--- config.mk ---
export PLATFORM = sky130hd
export DESIGN_NAME = hsv_to_rgb_converter_flat
export DESIGN_NICKNAME = d
export VERILOG_FILES = /design/src/rtl/hsvc_pkg.sv /design/src/rtl/hsvc_if.sv /design/src/rtl/hsv_to_rgb_converter.sv /design/src/rtl/hsvc_split.sv /design/src/rtl/hsvc_coef.sv /design/src/rtl/hsvc_scale.sv /design/src/rtl/hsvc_mix.sv /design/src/flat_wrapper.sv
export SDC_FILE = /design/constraint.sdc
export NUM_CORES = 1
export LEC_CHECK = 0
export BUFFER_PORTS_ARGS = -buffer_cell sky130_fd_sc_hd__buf_4
export CELL_PAD_IN_SITES_DETAIL_PLACEMENT = 1
export CELL_PAD_IN_SITES_GLOBAL_PLACEMENT = 2
export CORE_UTILIZATION = 30
export CTS_CLUSTER_DIAMETER = 50
export DETAILED_ROUTE_END_ITERATION = 8
export PLACE_DENSITY = 0.66
export SYNTH_ARGS = -nofsm -noshare
export SYNTH_HDL_FRONTEND = slang
export SYNTH_SLANG_ARGS = --single-unit
export TNS_END_PERCENT = 1
--- constraint.sdc ---
create_clock -name clk -period 15.8 [get_ports clk]
set_input_delay 3.16 -clock clk [delete_from_list [all_inputs] [get_ports clk]]
set_output_delay 3.16 -clock clk [all_outputs]
set_load 0.005 [all_outputs]
--- src/rtl/hsvc_pkg.sv ---
`default_nettype none
package hsvc_pkg;

  localparam int HUE_W  = 9;
  localparam int FRAC_W = 9;
  localparam int CH_W   = 8;
  localparam int SECT_W = 4;   // hue div 60 reaches 8 for a 9-bit hue
  localparam int REM_W  = 6;
  localparam int COEF_W = 14;  // numerators before the value multiply, max 15360
  localparam int NUM_W  = 22;  // full numerators, max 256 * 15360

  localparam int SEG_DEG   = 60;
  localparam int FRAC_ONE  = 256;
  localparam int FULL_COEF = FRAC_ONE * SEG_DEG;  // 1.0 in the coefficient scale

  // hue * RECIP >> RECIP_SH gives hue div 60 exactly for every 9-bit hue
  localparam int RECIP    = 1093;
  localparam int RECIP_SH = 16;
  localparam int RPROD_W  = HUE_W + 11;

  // 255 / (256 * 256 * 60) = 17 / 2^18
  localparam int CH_MUL   = 17;
  localparam int CH_SH    = 18;
  localparam int CHPROD_W = NUM_W + 5;

  localparam logic [SECT_W-1:0] SECT_RED_YEL   = 4'd0;
  localparam logic [SECT_W-1:0] SECT_YEL_GRN   = 4'd1;
  localparam logic [SECT_W-1:0] SECT_GRN_CYN   = 4'd2;
  localparam logic [SECT_W-1:0] SECT_CYN_BLU   = 4'd3;
  localparam logic [SECT_W-1:0] SECT_BLU_MAG   = 4'd4;
  localparam logic [SECT_W-1:0] SECT_LAST      = 4'd8;

  typedef struct packed {
    logic [SECT_W-1:0] sector;
    logic [REM_W-1:0]  rem;
    logic [FRAC_W-1:0] sat;
    logic [FRAC_W-1:0] val;
  } split_t;

  typedef struct packed {
    logic [SECT_W-1:0] sector;
    logic [FRAC_W-1:0] val;
    logic [COEF_W-1:0] cp;
    logic [COEF_W-1:0] cq;
    logic [COEF_W-1:0] ct;
  } coef_t;

  typedef struct packed {
    logic [SECT_W-1:0] sector;
    logic [NUM_W-1:0]  nv;
    logic [NUM_W-1:0]  np;
    logic [NUM_W-1:0]  nq;
    logic [NUM_W-1:0]  nt;
  } num_t;

endpackage
`default_nettype wire

--- src/rtl/hsvc_if.sv ---
`default_nettype none
interface hsvc_in_if;
  logic                       valid;
  logic                       ready;
  logic [hsvc_pkg::HUE_W-1:0]  hue_deg;
  logic [hsvc_pkg::FRAC_W-1:0] sat_frac;
  logic [hsvc_pkg::FRAC_W-1:0] val_frac;

  modport source (output valid, output hue_deg, output sat_frac, output val_frac,
                  input ready);
  modport sink   (input valid, input hue_deg, input sat_frac, input val_frac,
                  output ready);
endinterface

interface hsvc_out_if;
  logic                      valid;
  logic                      ready;
  logic [hsvc_pkg::CH_W-1:0] red_out;
  logic [hsvc_pkg::CH_W-1:0] green_out;
  logic [hsvc_pkg::CH_W-1:0] blue_out;

  modport source (output valid, output red_out, output green_out, output blue_out,
                  input ready);
  modport sink   (input valid, input red_out, input green_out, input blue_out,
                  output ready);
endinterface
`default_nettype wire

--- src/rtl/hsv_to_rgb_converter.sv ---
// Throughput: one transaction per cycle while the output accepts; four registered
// stages (sector split, coefficients, value multiply, channel select and scale),
// each with its own valid.
// A stalled stage holds its contents; bubbles are squeezed out behind it.
// Reset (rst_n low, synchronous) clears all stage valids; payload is not reset.
`default_nettype none
module hsv_to_rgb_converter (
  input  wire logic   clk,
  input  wire logic   rst_n,
  hsvc_in_if.sink     in_chan,
  hsvc_out_if.source  out_chan
);

  logic             s1_valid;
  logic             s1_ready;
  hsvc_pkg::split_t s1_data;
  logic             s2_valid;
  logic             s2_ready;
  hsvc_pkg::coef_t  s2_data;
  logic             s3_valid;
  logic             s3_ready;
  hsvc_pkg::num_t   s3_data;
  logic             s4_ready;

  hsvc_split u_split (
    .clk     (clk),
    .rst_n   (rst_n),
    .valid_i (in_chan.valid),
    .ready_o (s1_ready),
    .hue_i   (in_chan.hue_deg),
    .sat_i   (in_chan.sat_frac),
    .val_i   (in_chan.val_frac),
    .valid_r (s1_valid),
    .ready_i (s2_ready),
    .data_r  (s1_data)
  );

  assign in_chan.ready = s1_ready;

  hsvc_coef u_coef (
    .clk     (clk),
    .rst_n   (rst_n),
    .valid_i (s1_valid),
    .ready_o (s2_ready),
    .data_i  (s1_data),
    .valid_r (s2_valid),
    .ready_i (s3_ready),
    .data_r  (s2_data)
  );

  hsvc_scale u_scale (
    .clk     (clk),
    .rst_n   (rst_n),
    .valid_i (s2_valid),
    .ready_o (s3_ready),
    .data_i  (s2_data),
    .valid_r (s3_valid),
    .ready_i (s4_ready),
    .data_r  (s3_data)
  );

  hsvc_mix u_mix (
    .clk      (clk),
    .rst_n    (rst_n),
    .valid_i  (s3_valid),
    .ready_o  (s4_ready),
    .data_i   (s3_data),
    .out_chan (out_chan)
  );

  // an accepted transaction always lands in the first stage
  a_enter: assert property (@(posedge clk) disable iff (!rst_n)
    in_chan.valid && in_chan.ready |=> s1_valid)
    else $error("accepted transaction missing from first stage");

  // reciprocal split must give a sector within range and a remainder below 60
  a_split: assert property (@(posedge clk) disable iff (!rst_n)
    s1_valid |-> (s1_data.sector <= hsvc_pkg::SECT_LAST) &&
                 (s1_data.rem < hsvc_pkg::REM_W'(hsvc_pkg::SEG_DEG)))
    else $error("hue split out of range");

  // a stage blocked from below keeps its transaction
  a_hold: assert property (@(posedge clk) disable iff (!rst_n)
    s2_valid && !s3_ready |=> s2_valid && $stable(s2_data))
    else $error("stalled coefficient stage lost its transaction");

  // the value numerator never exceeds full scale
  a_range: assert property (@(posedge clk) disable iff (!rst_n)
    s3_valid |-> s3_data.nv <= hsvc_pkg::NUM_W'(hsvc_pkg::FRAC_ONE * hsvc_pkg::FULL_COEF))
    else $error("value numerator above full scale");

endmodule
`default_nettype wire

--- src/rtl/hsvc_split.sv ---
`default_nettype none
module hsvc_split (
  input  wire logic                       clk,
  input  wire logic                       rst_n,
  input  wire logic                       valid_i,
  output logic                            ready_o,
  input  wire logic [hsvc_pkg::HUE_W-1:0]  hue_i,
  input  wire logic [hsvc_pkg::FRAC_W-1:0] sat_i,
  input  wire logic [hsvc_pkg::FRAC_W-1:0] val_i,
  output logic                            valid_r,
  input  wire logic                       ready_i,
  output hsvc_pkg::split_t                data_r
);

  logic [hsvc_pkg::RPROD_W-1:0] rprod;
  logic [hsvc_pkg::HUE_W-1:0]   base;
  logic [hsvc_pkg::HUE_W-1:0]   diff;
  hsvc_pkg::split_t             data_nxt;

  always_comb begin
    rprod = hsvc_pkg::RPROD_W'(hue_i) * hsvc_pkg::RPROD_W'(hsvc_pkg::RECIP);
    data_nxt.sector = rprod[hsvc_pkg::RECIP_SH +: hsvc_pkg::SECT_W];
    base = hsvc_pkg::HUE_W'(data_nxt.sector) * hsvc_pkg::HUE_W'(hsvc_pkg::SEG_DEG);
    diff = hue_i - base;
    data_nxt.rem = diff[hsvc_pkg::REM_W-1:0];
    data_nxt.sat = (sat_i > hsvc_pkg::FRAC_W'(hsvc_pkg::FRAC_ONE)) ?
                   hsvc_pkg::FRAC_W'(hsvc_pkg::FRAC_ONE) : sat_i;
    data_nxt.val = (val_i > hsvc_pkg::FRAC_W'(hsvc_pkg::FRAC_ONE)) ?
                   hsvc_pkg::FRAC_W'(hsvc_pkg::FRAC_ONE) : val_i;
  end

  assign ready_o = !valid_r || ready_i;

  always_ff @(posedge clk) begin
    if (!rst_n) begin
      valid_r <= 1'b0;
    end else if (ready_o) begin
      valid_r <= valid_i;
    end
  end

  always_ff @(posedge clk) begin
    if (valid_i && ready_o) begin
      data_r <= data_nxt;
    end
  end

endmodule
`default_nettype wire

--- src/rtl/hsvc_coef.sv ---
`default_nettype none
module hsvc_coef (
  input  wire logic             clk,
  input  wire logic             rst_n,
  input  wire logic             valid_i,
  output logic                  ready_o,
  input  wire hsvc_pkg::split_t data_i,
  output logic                  valid_r,
  input  wire logic             ready_i,
  output hsvc_pkg::coef_t       data_r
);

  localparam int W = hsvc_pkg::COEF_W + 2;

  logic [W-1:0]    one_minus_s;
  logic [W-1:0]    s_rem;
  logic [W-1:0]    s_rem_inv;
  logic [W-1:0]    prod_p;
  logic [W-1:0]    diff_q;
  logic [W-1:0]    diff_t;
  hsvc_pkg::coef_t data_nxt;

  always_comb begin
    one_minus_s = W'(hsvc_pkg::FRAC_ONE) - W'(data_i.sat);
    s_rem       = W'(data_i.sat) * W'(data_i.rem);
    s_rem_inv   = W'(data_i.sat) * (W'(hsvc_pkg::SEG_DEG) - W'(data_i.rem));
    prod_p      = one_minus_s * W'(hsvc_pkg::SEG_DEG);
    diff_q      = W'(hsvc_pkg::FULL_COEF) - s_rem;
    diff_t      = W'(hsvc_pkg::FULL_COEF) - s_rem_inv;
    data_nxt.sector = data_i.sector;
    data_nxt.val    = data_i.val;
    data_nxt.cp     = prod_p[hsvc_pkg::COEF_W-1:0];
    data_nxt.cq     = diff_q[hsvc_pkg::COEF_W-1:0];
    data_nxt.ct     = diff_t[hsvc_pkg::COEF_W-1:0];
  end

  assign ready_o = !valid_r || ready_i;

  always_ff @(posedge clk) begin
    if (!rst_n) begin
      valid_r <= 1'b0;
    end else if (ready_o) begin
      valid_r <= valid_i;
    end
  end

  always_ff @(posedge clk) begin
    if (valid_i && ready_o) begin
      data_r <= data_nxt;
    end
  end

endmodule
`default_nettype wire

--- src/rtl/hsvc_scale.sv ---
`default_nettype none
module hsvc_scale (
  input  wire logic            clk,
  input  wire logic            rst_n,
  input  wire logic            valid_i,
  output logic                 ready_o,
  input  wire hsvc_pkg::coef_t data_i,
  output logic                 valid_r,
  input  wire logic            ready_i,
  output hsvc_pkg::num_t       data_r
);

  localparam int NW = hsvc_pkg::NUM_W;

  hsvc_pkg::num_t data_nxt;

  // four narrow multiplies by the value, in parallel
  always_comb begin
    data_nxt.sector = data_i.sector;
    data_nxt.nv = NW'(data_i.val) * NW'(hsvc_pkg::FULL_COEF);
    data_nxt.np = NW'(data_i.val) * NW'(data_i.cp);
    data_nxt.nq = NW'(data_i.val) * NW'(data_i.cq);
    data_nxt.nt = NW'(data_i.val) * NW'(data_i.ct);
  end

  assign ready_o = !valid_r || ready_i;

  always_ff @(posedge clk) begin
    if (!rst_n) begin
      valid_r <= 1'b0;
    end else if (ready_o) begin
      valid_r <= valid_i;
    end
  end

  always_ff @(posedge clk) begin
    if (valid_i && ready_o) begin
      data_r <= data_nxt;
    end
  end

endmodule
`default_nettype wire

--- src/rtl/hsvc_mix.sv ---
`default_nettype none
module hsvc_mix (
  input  wire logic                clk,
  input  wire logic                rst_n,
  input  wire logic                valid_i,
  output logic                     ready_o,
  input  wire hsvc_pkg::num_t      data_i,
  hsvc_out_if.source               out_chan
);

  localparam int PW = hsvc_pkg::CHPROD_W;

  logic [hsvc_pkg::NUM_W-1:0] r_num;
  logic [hsvc_pkg::NUM_W-1:0] g_num;
  logic [hsvc_pkg::NUM_W-1:0] b_num;
  logic [PW-1:0]              r_prod;
  logic [PW-1:0]              g_prod;
  logic [PW-1:0]              b_prod;
  logic                       valid_r;
  logic [hsvc_pkg::CH_W-1:0]  red_r;
  logic [hsvc_pkg::CH_W-1:0]  green_r;
  logic [hsvc_pkg::CH_W-1:0]  blue_r;

  always_comb begin
    unique case (data_i.sector)
      hsvc_pkg::SECT_RED_YEL: begin
        r_num = data_i.nv; g_num = data_i.nt; b_num = data_i.np;
      end
      hsvc_pkg::SECT_YEL_GRN: begin
        r_num = data_i.nq; g_num = data_i.nv; b_num = data_i.np;
      end
      hsvc_pkg::SECT_GRN_CYN: begin
        r_num = data_i.np; g_num = data_i.nv; b_num = data_i.nt;
      end
      hsvc_pkg::SECT_CYN_BLU: begin
        r_num = data_i.np; g_num = data_i.nq; b_num = data_i.nv;
      end
      hsvc_pkg::SECT_BLU_MAG: begin
        r_num = data_i.nt; g_num = data_i.np; b_num = data_i.nv;
      end
      // last sector, and hues past 359
      default: begin
        r_num = data_i.nv; g_num = data_i.np; b_num = data_i.nq;
      end
    endcase
    r_prod = PW'(r_num) * PW'(hsvc_pkg::CH_MUL);
    g_prod = PW'(g_num) * PW'(hsvc_pkg::CH_MUL);
    b_prod = PW'(b_num) * PW'(hsvc_pkg::CH_MUL);
  end

  assign ready_o = !valid_r || out_chan.ready;

  always_ff @(posedge clk) begin
    if (!rst_n) begin
      valid_r <= 1'b0;
    end else if (ready_o) begin
      valid_r <= valid_i;
    end
  end

  always_ff @(posedge clk) begin
    if (valid_i && ready_o) begin
      red_r   <= r_prod[hsvc_pkg::CH_SH +: hsvc_pkg::CH_W];
      green_r <= g_prod[hsvc_pkg::CH_SH +: hsvc_pkg::CH_W];
      blue_r  <= b_prod[hsvc_pkg::CH_SH +: hsvc_pkg::CH_W];
    end
  end

  assign out_chan.valid     = valid_r;
  assign out_chan.red_out   = red_r;
  assign out_chan.green_out = green_r;
  assign out_chan.blue_out  = blue_r;

endmodule
`default_nettype wire

--- src/flat_wrapper.sv ---
// flat-port wrapper written by rule: the top's interface ports become plain ports
module hsv_to_rgb_converter_flat 
  (clk, rst_n, in_chan_valid, in_chan_hue_deg, in_chan_sat_frac, in_chan_val_frac, in_chan_ready, out_chan_valid, out_chan_red_out, out_chan_green_out, out_chan_blue_out, out_chan_ready);
  hsvc_in_if in_chan_i ();
  hsvc_out_if out_chan_i ();
  input  wire logic clk;
  input  wire logic rst_n;
  input wire logic [$bits(in_chan_i.valid)-1:0] in_chan_valid;
  input wire logic [$bits(in_chan_i.hue_deg)-1:0] in_chan_hue_deg;
  input wire logic [$bits(in_chan_i.sat_frac)-1:0] in_chan_sat_frac;
  input wire logic [$bits(in_chan_i.val_frac)-1:0] in_chan_val_frac;
  output wire logic [$bits(in_chan_i.ready)-1:0] in_chan_ready;
  output wire logic [$bits(out_chan_i.valid)-1:0] out_chan_valid;
  output wire logic [$bits(out_chan_i.red_out)-1:0] out_chan_red_out;
  output wire logic [$bits(out_chan_i.green_out)-1:0] out_chan_green_out;
  output wire logic [$bits(out_chan_i.blue_out)-1:0] out_chan_blue_out;
  input wire logic [$bits(out_chan_i.ready)-1:0] out_chan_ready;
  assign in_chan_i.valid = in_chan_valid;
  assign in_chan_i.hue_deg = in_chan_hue_deg;
  assign in_chan_i.sat_frac = in_chan_sat_frac;
  assign in_chan_i.val_frac = in_chan_val_frac;
  assign in_chan_ready = in_chan_i.ready;
  assign out_chan_valid = out_chan_i.valid;
  assign out_chan_red_out = out_chan_i.red_out;
  assign out_chan_green_out = out_chan_i.green_out;
  assign out_chan_blue_out = out_chan_i.blue_out;
  assign out_chan_i.ready = out_chan_ready;
  hsv_to_rgb_converter u_core (.clk(clk), .rst_n(rst_n), .in_chan(in_chan_i), .out_chan(out_chan_i));
endmodule
==> key figures, run 1 <==
Critical path
  – Cell count of the worst reg-to-reg path: 20
  – Worst EP required: 12.64 ns
  – WS Path Type: in -> out
  – CP max FO: 6
  – Setup crit end kind: output port
  – Reg-to-Reg Start: u_core.u_split.data_r[19]
  – CP Launch Point: out_chan_ready
  – Reg2reg end: u_core.u_coef.data_r[13]
  – CP arrival: 4.36 ns
  – CP startpoint kind: primary input
  – Worst R2R Setup Slack: 9.95 ns

Clock network
  – Clk_lat worst skew: 0.50 ns
  – CTS tree: done
  – Num CTS Buffers: 17
  – Root Driver: clkbuf_16
  – Clock buffer depth: 2
  – Post-cts resize count: 0
  – H-tree depth: 4
  – # Post-CTS Setup Buffers: 0
  – Clock slew at reported path FFs: 0.08 ns
  – Hold-fix buffers, CTS: 0
  – TritonCTS Sinks: 187

Yosys
  – Average size of a mapped cell: 9.59 µm²
  – Synth Register Bits: 187
  – Top FF cell, synth: edfxtp_1
  – Post-synthesis net count: 3,503
  – Cell Area, Synth: 26,600 µm²
  – Synth warnings: 0
  – Ys async rst share: 0%
  – Cell variety after synth: 75
  – Synth Instances: 2,779
  – Number of synthesized flops with an enable pin: 183
  – Sequential share of the synthesized area: 20.9%

Placement
  – Port bufs: 56
  – Dpl hpwl: 57,000 µm
  – Final Wtd Congestion: 0.843

Outcome
  – Result of the run: completed

Detailed routing
  – Avg WL per Cell: 18.2 µm
  – WL final: 71,500 µm
  – Via count: 18,700
  – Post-DR vias/cell: 4.76
  – Post-route antenna net violation count: 0
  – DR iter-0 viols: 806
  – Remaining DRCs: 0
  – Detailed-router iteration count before antenna repair: 9

Timing
  – WHS: 0.427 ns
  – Worst slew pin tran: 1.31 ns
  – Count of final setup violators: 0
  – Worst Clk Skew: 0.0180 ns
  – Final hold vios: 0
  – Post-Route Setup TNS: 0 ns
  – Final number of max-transition violations: 0
  – Minimum clock period: 7.52 ns
  – Period utilization: 47.6%
  – Worst slew margin: 12.3%
  – Unrepaired setup endpoints after global routing: no
  – Fmax: 133 MHz

Global route
  – Vias in the first global route: 20,900
  – GRT overflow: 0
  – Initial antenna violation count: 0
  – All-layer global routing usage: 16.5%
  – First-pass GRT wire length: 116,000 µm
  – Pin count of the biggest net entering global routing: 58

Floorplan
  – Horiz. Die Dim: 300 µm
  – Initial Util: 30.5%
  – Site row count: 108
  – Die height: 300 µm
  – IO Pins: 57
  – Core Area: 87,300 µm²
  – Die ar.: 90,000 µm²

Worst hold path
  – Hold Path End: u_core.u_coef.data_r[48]
  – Min-delay worst type: reg -> reg
  – Worst Hold Depth: 0
  – Worst hold start: u_core.u_split.data_r[6]

Job
  – Max-cap violation count: 0

Final layout
  – Syn-to-layout area delta: 8.49%
  – Fill cells: 10,100
  – Fraction of layout cells with a size suffix above 1: 5.11%
  – Final #Nets: 3,492
  – Ant. Diodes: 0
==> cell type report <==
type | count | area (µm²) | area share (%)
clock buffers | 17 | 425 | 1.47
clock inverters | 15 | 206 | 0.714
inverters | 529 | 1990 | 6.87
multi-input cells | 1959 | 18700 | 64.7
flip-flops and latches | 187 | 5580 | 19.3
well taps | 1155 | 1450 | 5.00
repair buffers | 74 | 556 | 1.92
==> cells in the mapped netlist, drive strengths merged, types with 17 or more instances <==
master / count / area share (%)
o21a: 17 / 0.48
edfxtp: 183 / 21
ha: 355 / 17
a21oi: 89 / 1.7
clkbuf: 92 / 1.3
a21o: 19 / 0.54
o21bai: 20 / 0.56
o21ai: 51 / 0.96
inv: 529 / 7.5
nand3: 23 / 0.45
nor2b: 35 / 0.82
fa: 338 / 25
and2: 226 / 5.3
nand2: 325 / 4.6
nor3: 29 / 0.56
a222oi: 27 / 1.0
xor2: 33 / 1.1
nor2: 116 / 1.7
xnor2: 107 / 3.5
==> metal layers <==
| metal | vias up | share of wire (%) | wire (µm) | global-route usage [%] |
|---|---|---|---|---|
| li1 | 8880 | - | - | - |
| met1 | 9571 | 47 | 33500 | 21.7 |
| met2 | 226 | 49 | 34800 | 28.5 |
| met3 | 57 | 2.3 | 1620 | 1.89 |
| met4 | 0 | 2.3 | 1620 | 4.59 |
| met5 | - | 0 | 0 | 0 |
==> worst max-delay path, cell delays in order <==
cell,delay (ns)
buf_4,0.11
nor2b_1,0.20
and2_0,0.53
nand3_1,0.18
buf_4,0.17
==> cell families after synthesis <==
family	Yosys count	synth area share, %
adders and majority gates	693	42.1
muxes	22	0.878
AOI/OAI and AO/OA	304	7.98
and+or+nand+nor	800	14.6
xor gates and xnor gates	140	4.60
DFF	187	20.9
buffers and inverters	633	8.98
==> placed cells by master, fill, tap and decap left out, types with 6 or more instances in the layout <==
| master | Yosys | layout |
|---|---|---|
| o21bai_1 | 20 | 20 |
| inv_1 | 529 | 529 |
| nand2_1 | 325 | 325 |
| fa_1 | 338 | 338 |
| xor2_1 | 33 | 33 |
| and3_1 | 7 | 7 |
| nand3_1 | 22 | 22 |
| mux2i_1 | 11 | 11 |
| o21a_1 | 17 | 17 |
| nand2b_1 | 12 | 12 |
| clkbuf_16 | 0 | 17 |
| buf_4 | 3 | 74 |
| a21o_1 | 19 | 19 |
| nor2_1 | 114 | 114 |
| a21oi_1 | 87 | 87 |
| a221oi_1 | 16 | 16 |
| mux2_2 | 10 | 10 |
| nor3_1 | 28 | 28 |
| a211oi_1 | 8 | 8 |
| and2_1 | 225 | 225 |
| a222oi_1 | 27 | 27 |
| xnor2_1 | 107 | 107 |
| ha_1 | 355 | 355 |
| nor3b_1 | 6 | 6 |
| o21ai_0 | 48 | 48 |
| a21boi_0 | 7 | 6 |
| nor2b_1 | 35 | 33 |
| edfxtp_1 | 183 | 183 |
==> per-stage QoR <==
stage          instance area [µm²]  utilization, %  std cells  setup slack [ns]
4_1_cts                      28900            33.1       3936              8.29
3_3_place_gp                 28300            32.4       3904              8.13
6_report                     28900            33.1       3936              8.28
5_1_grt                      28900            33.1       3936              8.16
2_1_floorplan                26600               -       2779              8.00
3_5_place_dp                 28300            32.4       3904              8.10
==> sequential cells by signal, indices dropped and copies added, names as in the netlist <==
signal                           cells
u_core.u_split.data_r               28
u_core.u_split.valid_r               1
u_core.u_mix.out_chan.blue_out       8
u_core.u_mix.out_chan.green_out      8
u_core.u_scale.valid_r               1
u_core.u_coef.valid_r                1
u_core.u_mix.out_chan.red_out        8
u_core.u_scale.data_r               79
u_core.u_coef.data_r                52
u_core.u_mix.out_chan.valid          1
==> worst max-delay path by stage <==
stage	slack (ns)	cells after the start	end
3_5_place_dp	8.10	22	u_core.u_split.data_r[23]
4_1_cts	8.29	5	in_chan_ready
3_3_place_gp	8.13	22	u_core.u_split.data_r[23]
6_report	8.28	5	in_chan_ready
2_1_floorplan	8.00	3	u_core.u_coef.data_r[10]
5_1_grt	8.16	5	in_chan_ready
Power of run 1 is left out: the tool's default activity adds up to more than one toggle a clock period on the data nets, which glitch-free logic cannot reach.
==> inputs of run 2 (changes only) <==
clock period = 7.9 ns   (was 15.8 ns; I/O delays follow)
==> run 2 against run 1 <==
Die area did not move. Cell count grew 0.33%. Hold slack improved by 0.00093 ns. Wire length is 2.7% higher. Via count about the same. Setup slack worse by 6.3 ns. Sequential share of layout area decreased by 0.078 points. First-iteration DRC count unchanged. Critical path depth is 14 higher. Cell area increased by 0.41%. Count of clock-buffer cells in the layout is the same. Highest routed layer unchanged.
==> key figures, run 2 (same netlist as run 1, synthesis figures left out) <==
Outcome
  – Result of the run: completed

Clock network
  – Root Driver: clkbuf_16
  – Clock buffer depth: 2 (unchanged)
  – Clock slew at reported path FFs: 0.09 ns (about the same)
  – TritonCTS Sinks: 187 (unchanged)
  – Hold-fix buffers, CTS: 0 (unchanged)
  – CTS tree: done
  – # Post-CTS Setup Buffers: 0 (unchanged)
  – Num CTS Buffers: 17 (unchanged)
  – H-tree depth: 4 (unchanged)
  – Post-cts resize count: 0 (unchanged)
  – Clk_lat worst skew: 0.51 ns (about the same)

Critical path
  – Cell count of the worst reg-to-reg path: 19 (-5.0%)
  – CP max FO: 16 (+10)
  – Worst R2R Setup Slack: 1.99 ns (-7.96 ns)
  – Reg-to-Reg Start: u_core.u_coef.data_r[43]
  – Worst EP required: 8.16 ns (-4.48 ns)
  – WS Path Type: reg -> reg
  – Setup crit end kind: flop
  – Slowest cell on crit path: edfxtp_1
  – CP startpoint kind: flop
  – Reg2reg end: u_core.u_scale.data_r[65]
  – Cell Chain, Critical Path: buf_4 > nand2_1 > fa_1 > fa_1 > inv_1 > ha_1 > inv_1 > fa_1 > inv_1 > ha_1 > a21o_1 > a21oi_1 > o21ai_0 > nand2_1 > o21ai_0 > o41ai_1 > o2111ai_1 > a21oi_1 > xnor2_1
  – Worst stage delay on the critical path: 0.86 ns (+0.33 ns)
  – CP arrival: 6.17 ns (+1.81 ns)

Global route
  – Pin count of the biggest net entering global routing: 62 (+6.9%)
  – Initial antenna violation count: 2 (+2)
  – GRT overflow: 0 (unchanged)
  – First-pass GRT wire length: 119,000 µm (+2.5%)
  – All-layer global routing usage: 17.1% (+0.59 points)
  – Vias in the first global route: 21,300 (+1.9%)

Timing
  – Fmax: 169 MHz
  – Worst slew pin tran: 1.14 ns (-0.171 ns)
  – Post-Route Setup TNS: 0 ns (unchanged)
  – Unrepaired setup endpoints after global routing: no
  – Final number of max-transition violations: 0 (unchanged)
  – WHS: 0.428 ns (+0.000931 ns)
  – Period utilization: 74.8%
  – Worst Clk Skew: 0.0190 ns (+0.00101 ns)
  – Final hold vios: 0 (unchanged)
  – Count of final setup violators: 0 (unchanged)
  – Minimum clock period: 5.91 ns
  – Worst slew margin: 23.8% (+11 points)

Final layout
  – Most common cell after layout, fill and taps aside: inv_1
  – Largest registers: u_core.u_scale.data_r (79), u_core.u_coef.data_r (52), u_core.u_split.data_r (28)
  – Register name with the most flops: u_core.u_scale.data_r
  – Final #Nets: 3,504 (+0.34%)
  – Most frequent cells in the layout: 529 x inv_1, 355 x ha_1, 338 x fa_1, 325 x nand2_1, 225 x and2_1
  – Max reg flops: 79 (unchanged)
  – Syn-to-layout area delta: 8.93%
  – Fraction of layout cells with a size suffix above 1: 5.51% (+0.41 points)

Detailed routing
  – Detailed-router iteration count before antenna repair: 6 (-3)
  – DR iter-0 viols: 806 (unchanged)
  – Via count: 18,700 (-0.0053%)
  – Post-route antenna net violation count: 0 (unchanged)
  – WL final: 73,500 µm (+2.7%)
  – Remaining DRCs: 0 (unchanged)
  – Avg WL per Cell: 18.6 µm (+2.4%)
  – Post-DR vias/cell: 4.74 (-0.33%)

Floorplan
  – Die height: 300 µm (unchanged)
  – Core Area: 87,300 µm² (unchanged)
  – Initial Util: 30.5% (unchanged)
  – IO Pins: 57 (unchanged)
  – Die ar.: 90,000 µm² (unchanged)
  – Site row count: 108 (unchanged)
  – Horiz. Die Dim: 300 µm (unchanged)

Job
  – Max-cap violation count: 0 (unchanged)

Placement
  – Port bufs: 56 (unchanged)
  – Final Wtd Congestion: 0.850 (+0.93%)
  – Dpl hpwl: 59,500 µm (+4.4%)

Worst hold path
  – Worst Hold Depth: 0 (unchanged)
  – Hold Path End: u_core.u_coef.data_r[52]
  – Worst hold start: u_core.u_split.data_r[25]
  – Min-delay worst type: reg -> reg
-- run 2: cell type report --
| type | instances | area (µm²) |
|---|---|---|
| Fill cell | 10100 | 58300 |
| Multi-Input combinational cell | 1959 | 18700 |
| Sequential cell | 187 | 5580 |
| Inverter | 529 | 1990 |
| Tap cell | 1155 | 1450 |
| Timing Repair Buffer | 86 | 658 |
| Clock buffer | 17 | 425 |
| Clock inverter | 15 | 219 |
| Antenna cell | 1 | 2.50 |
-- run 2: worst max-delay path: cells and delay by family (launching register included) --
family | cells | cell delay [ns]
fa+ha+maj | 5 | 2.17
buf+inv | 4 | 0.51
compound gates | 7 | 1.80
flops | 1 | 0.86
simple gates | 2 | 0.19
xor+xnor | 1 | 0.10
-- run 2: routing by layer --
layer	GRT usage, %	routed length, µm	share of wire [%]	vias up
li1	-	-	-	8905
met3	1.84	1630	2.2	47
met4	4.73	1630	2.2	0
met2	30.5	36600	50	199
met1	21.7	33600	46	9582
met5	0	0	0	-
-- run 2: worst max path at each step --
| stage | start | end | depth (start not counted) |
|---|---|---|---|
| floorplan | out_chan_ready | u_core.u_coef.data_r[10] | 3 |
| global placement | in_chan_hue_deg[8] | u_core.u_split.data_r[23] | 22 |
| detailed placement | u_core.u_coef.data_r[43] | u_core.u_scale.data_r[65] | 19 |
| CTS | u_core.u_coef.data_r[43] | u_core.u_scale.data_r[65] | 19 |
| global route | u_core.u_coef.data_r[43] | u_core.u_scale.data_r[65] | 19 |
| finish | u_core.u_coef.data_r[43] | u_core.u_scale.data_r[65] | 19 |
-- run 2: per-stage QoR --
stage	util, %	worst slack, ns	cells	instance area [µm²]
finish	33.2	1.99	3949	29000
global route	33.2	1.62	3948	29000
CTS	33.2	1.92	3948	29000
detailed placement	32.5	1.91	3916	28400
global placement	32.5	1.92	3916	28400
floorplan	-	1.68	2779	26600
Power of run 2 is left out for the same reason.
==> inputs of run 3 (changes only) <==
PLACE_DENSITY = 0.68   (was 0.66)
clock period = 5.3 ns   (was 7.9 ns; I/O delays follow)
==> run 3 against run 2 <==
Register-to-register slack worse by 1.8 ns. Setup slack worse by 1.8 ns. First-iteration DRC count is 1.6% lower. Sequential cell count stayed put. Sequential share of layout area is 0.49 points lower. Cell area is 2.6% higher. Count of clock-buffer cells in the layout stayed put. Via count is 1.3% higher. Maximum frequency is 16% higher. Critical path depth is 1 higher. Global-route usage is 0.38 points lower.
==> key figures, run 3 (same netlist as run 1, synthesis figures left out) <==
Outcome
  – Result of the run: completed

Critical path
  – CP startpoint kind: flop
  – Worst EP required: 5.56 ns (-2.60 ns)
  – WS Path Type: reg -> reg
  – WP buf/inv: 5 (+1)
  – CP max FO: 16 (unchanged)
  – Most frequent CP cell: fa_1
  – Slowest cell on crit path: fa_1
  – CP arrival: 5.37 ns (-0.80 ns)
  – Setup crit end kind: flop
  – CP top delay family: adder cells
  – Cell Chain, Critical Path: buf_4 > clkbuf_16 > nand2_1 > fa_1 > inv_1 > fa_1 > fa_1 > inv_1 > fa_1 > inv_1 > ha_1 > nor2_1 > nand2_1 > o21ai_0 > a311oi_1 > o31ai_1 > a21boi_1 > o21a_1 > a311o_1 > xor2_1
  – Worst stage delay on the critical path: 0.57 ns (-0.29 ns)

Detailed routing
  – Via count: 19,000 (+1.3%)
  – WL final: 73,400 µm (about the same)
  – DR iter-0 viols: 793 (-1.6%)
  – Avg WL per Cell: 18.3 µm (-1.7%)
  – Post-DR vias/cell: 4.72 (-0.40%)
  – Remaining DRCs: 0 (unchanged)
  – Post-route antenna net violation count: 0 (unchanged)
  – Detailed-router iteration count before antenna repair: 6 (unchanged)

Timing
  – Worst Clk Skew: 0.0217 ns (+0.00268 ns)
  – Final hold vios: 0 (unchanged)
  – Worst slew pin tran: 1.08 ns (-0.0620 ns)
  – Worst slew margin: 28.2% (+4.4 points)
  – Post-Route Setup TNS: 0 ns (unchanged)
  – Final number of max-transition violations: 0 (unchanged)
  – Unrepaired setup endpoints after global routing: yes
  – Period utilization: 96.5% (+22 points)
  – Count of final setup violators: 0 (unchanged)
  – Minimum clock period: 5.11 ns (-0.797 ns)
  – Fmax: 196 MHz (+16%)

Clock network
  – Root Driver: clkbuf_16
  – Hold-fix buffers, CTS: 0 (unchanged)
  – CTS tree: done
  – H-tree depth: 4 (unchanged)
  – TritonCTS Sinks: 187 (unchanged)
  – Clk_lat worst skew: 0.50 ns (about the same)
  – Clock buffer depth: 2 (unchanged)
  – Num CTS Buffers: 17 (unchanged)
  – Clock slew at reported path FFs: 0.09 ns (about the same)

Placement
  – Post-DP Area: 28,900 µm² (+1.9%)
  – Port bufs: 56 (unchanged)
  – Dpl hpwl: 60,900 µm (+2.4%)
  – Final Wtd Congestion: 0.899 (+5.7%)

Final layout
  – Largest registers: u_core.u_scale.data_r (79), u_core.u_coef.data_r (52), u_core.u_split.data_r (28)
  – Syn-to-layout area delta: 11.8%
  – Fraction of layout cells with a size suffix above 1: 8.22% (+2.7 points)
  – Design area: 29,800 µm² (+2.6%)
  – Final #Nets: 3,571 (+1.9%)
  – Ant. Diodes: 0 (-1)
  – Most frequent cells in the layout: 529 x inv_1, 353 x ha_1, 338 x fa_1, 325 x nand2_1, 225 x and2_1
  – Most common cell after layout, fill and taps aside: inv_1
  – Max reg flops: 79 (unchanged)
  – Register name with the most flops: u_core.u_scale.data_r
  – Fill cells: 10,100 (-0.020%)

Global route
  – First-pass GRT wire length: 117,000 µm (-1.6%)
  – All-layer global routing usage: 16.7% (-0.38 points)
  – Pin count of the biggest net entering global routing: 80 (+29%)
  – GRT overflow: 0 (unchanged)
  – Initial antenna violation count: 0 (-2)
  – Vias in the first global route: 21,200 (-0.44%)

Floorplan
  – Core Area: 87,300 µm² (unchanged)
  – Die height: 300 µm (unchanged)
  – Die ar.: 90,000 µm² (unchanged)
  – Horiz. Die Dim: 300 µm (unchanged)
  – Initial Util: 30.5% (unchanged)
  – IO Pins: 57 (unchanged)
  – Site row count: 108 (unchanged)

Worst hold path
  – Min-delay worst type: reg -> reg

Job
  – Max-cap violation count: 0 (unchanged)
## run 3: changes by cell type in the layout (fill, tap and decap cells not counted), sizes merged
cell | before | now
clkbuf | 17 | 19
buf | 86 | 151
clkinvlp | 1 | 0
diode | 1 | 0
clkinv | 5 | 3
inv | 538 | 541
## run 3: worst register-to-register path, cell delays in order (launching register included)
cell and delay, ns:
edfxtp_1 0.42, buf_4 0.17, clkbuf_16 0.21, nand2_1 0.09
fa_1 0.52, inv_1 0.05, fa_1 0.49, fa_1 0.57
inv_1 0.05, fa_1 0.48, inv_1 0.05, ha_1 0.24
nor2_1 0.17, nand2_1 0.08, o21ai_0 0.08, a311oi_1 0.08
o31ai_1 0.30, a21boi_1 0.12, o21a_1 0.19, a311o_1 0.36
xor2_1 0.15
## run 3: through the flow
step / worst slack (ns) / std cells / hold slack [ns] / utilization (%)
floorplan: -0.0607 / 2779 / 0.400 / -
global placement: -0.00546 / 3973 / 0.403 / 33.1
detailed placement: -0.0907 / 3973 / 0.407 / 33.1
CTS: 0.0384 / 4005 / 0.428 / 33.9
global route: -0.0734 / 4015 / 0.435 / 34.1
finish: 0.187 / 4015 / 0.425 / 34.1
## run 3: cell type report
cell class | instances | area, µm² | area share (%)
multi-input combinational | 1959 | 18800 | 63.2
sequential | 187 | 5580 | 18.7
inverter | 529 | 1990 | 6.67
tap | 1155 | 1450 | 4.85
timing repair buffer | 153 | 1310 | 4.41
clock buffer | 17 | 425 | 1.43
clock inverter | 15 | 226 | 0.761
## run 3: path summary, 6_finish.rpt
| path | start | to | slack, ns | cells after the start |
|---|---|---|---|---|
| hold reg to reg | u_core.u_split.data_r[25] | u_core.u_coef.data_r[52] | 0.43 | 0 |
| hold / removal | u_core.u_split.data_r[25] | u_core.u_coef.data_r[52] | 0.43 | 0 |
| setup / recovery | u_core.u_coef.data_r[43] | u_core.u_scale.data_r[20] | 0.19 | 20 |
| setup reg to reg | u_core.u_coef.data_r[43] | u_core.u_scale.data_r[20] | 0.19 | 20 |
## run 3: per-layer routing
| metal | GRT usage (%) | routed length [µm] | vias up | share of wire (%) |
|---|---|---|---|---|
| met1 | 21.3 | 33400 | 9647 | 45 |
| met4 | 6.09 | 2340 | 0 | 3.2 |
| li1 | - | - | 9042 | - |
| met2 | 29.1 | 36100 | 220 | 49 |
| met5 | 0 | 0 | - | 0 |
| met3 | 1.69 | 1580 | 60 | 2.1 |
## run 3: what timing repair did
item,4_1_cts,5_1_grt
pin swaps,0,2
setup endpoints to repair,1,11
resized for setup,1,20
setup buffers,0,8
cloned,0,2
Power of run 3 is left out for the same reason.
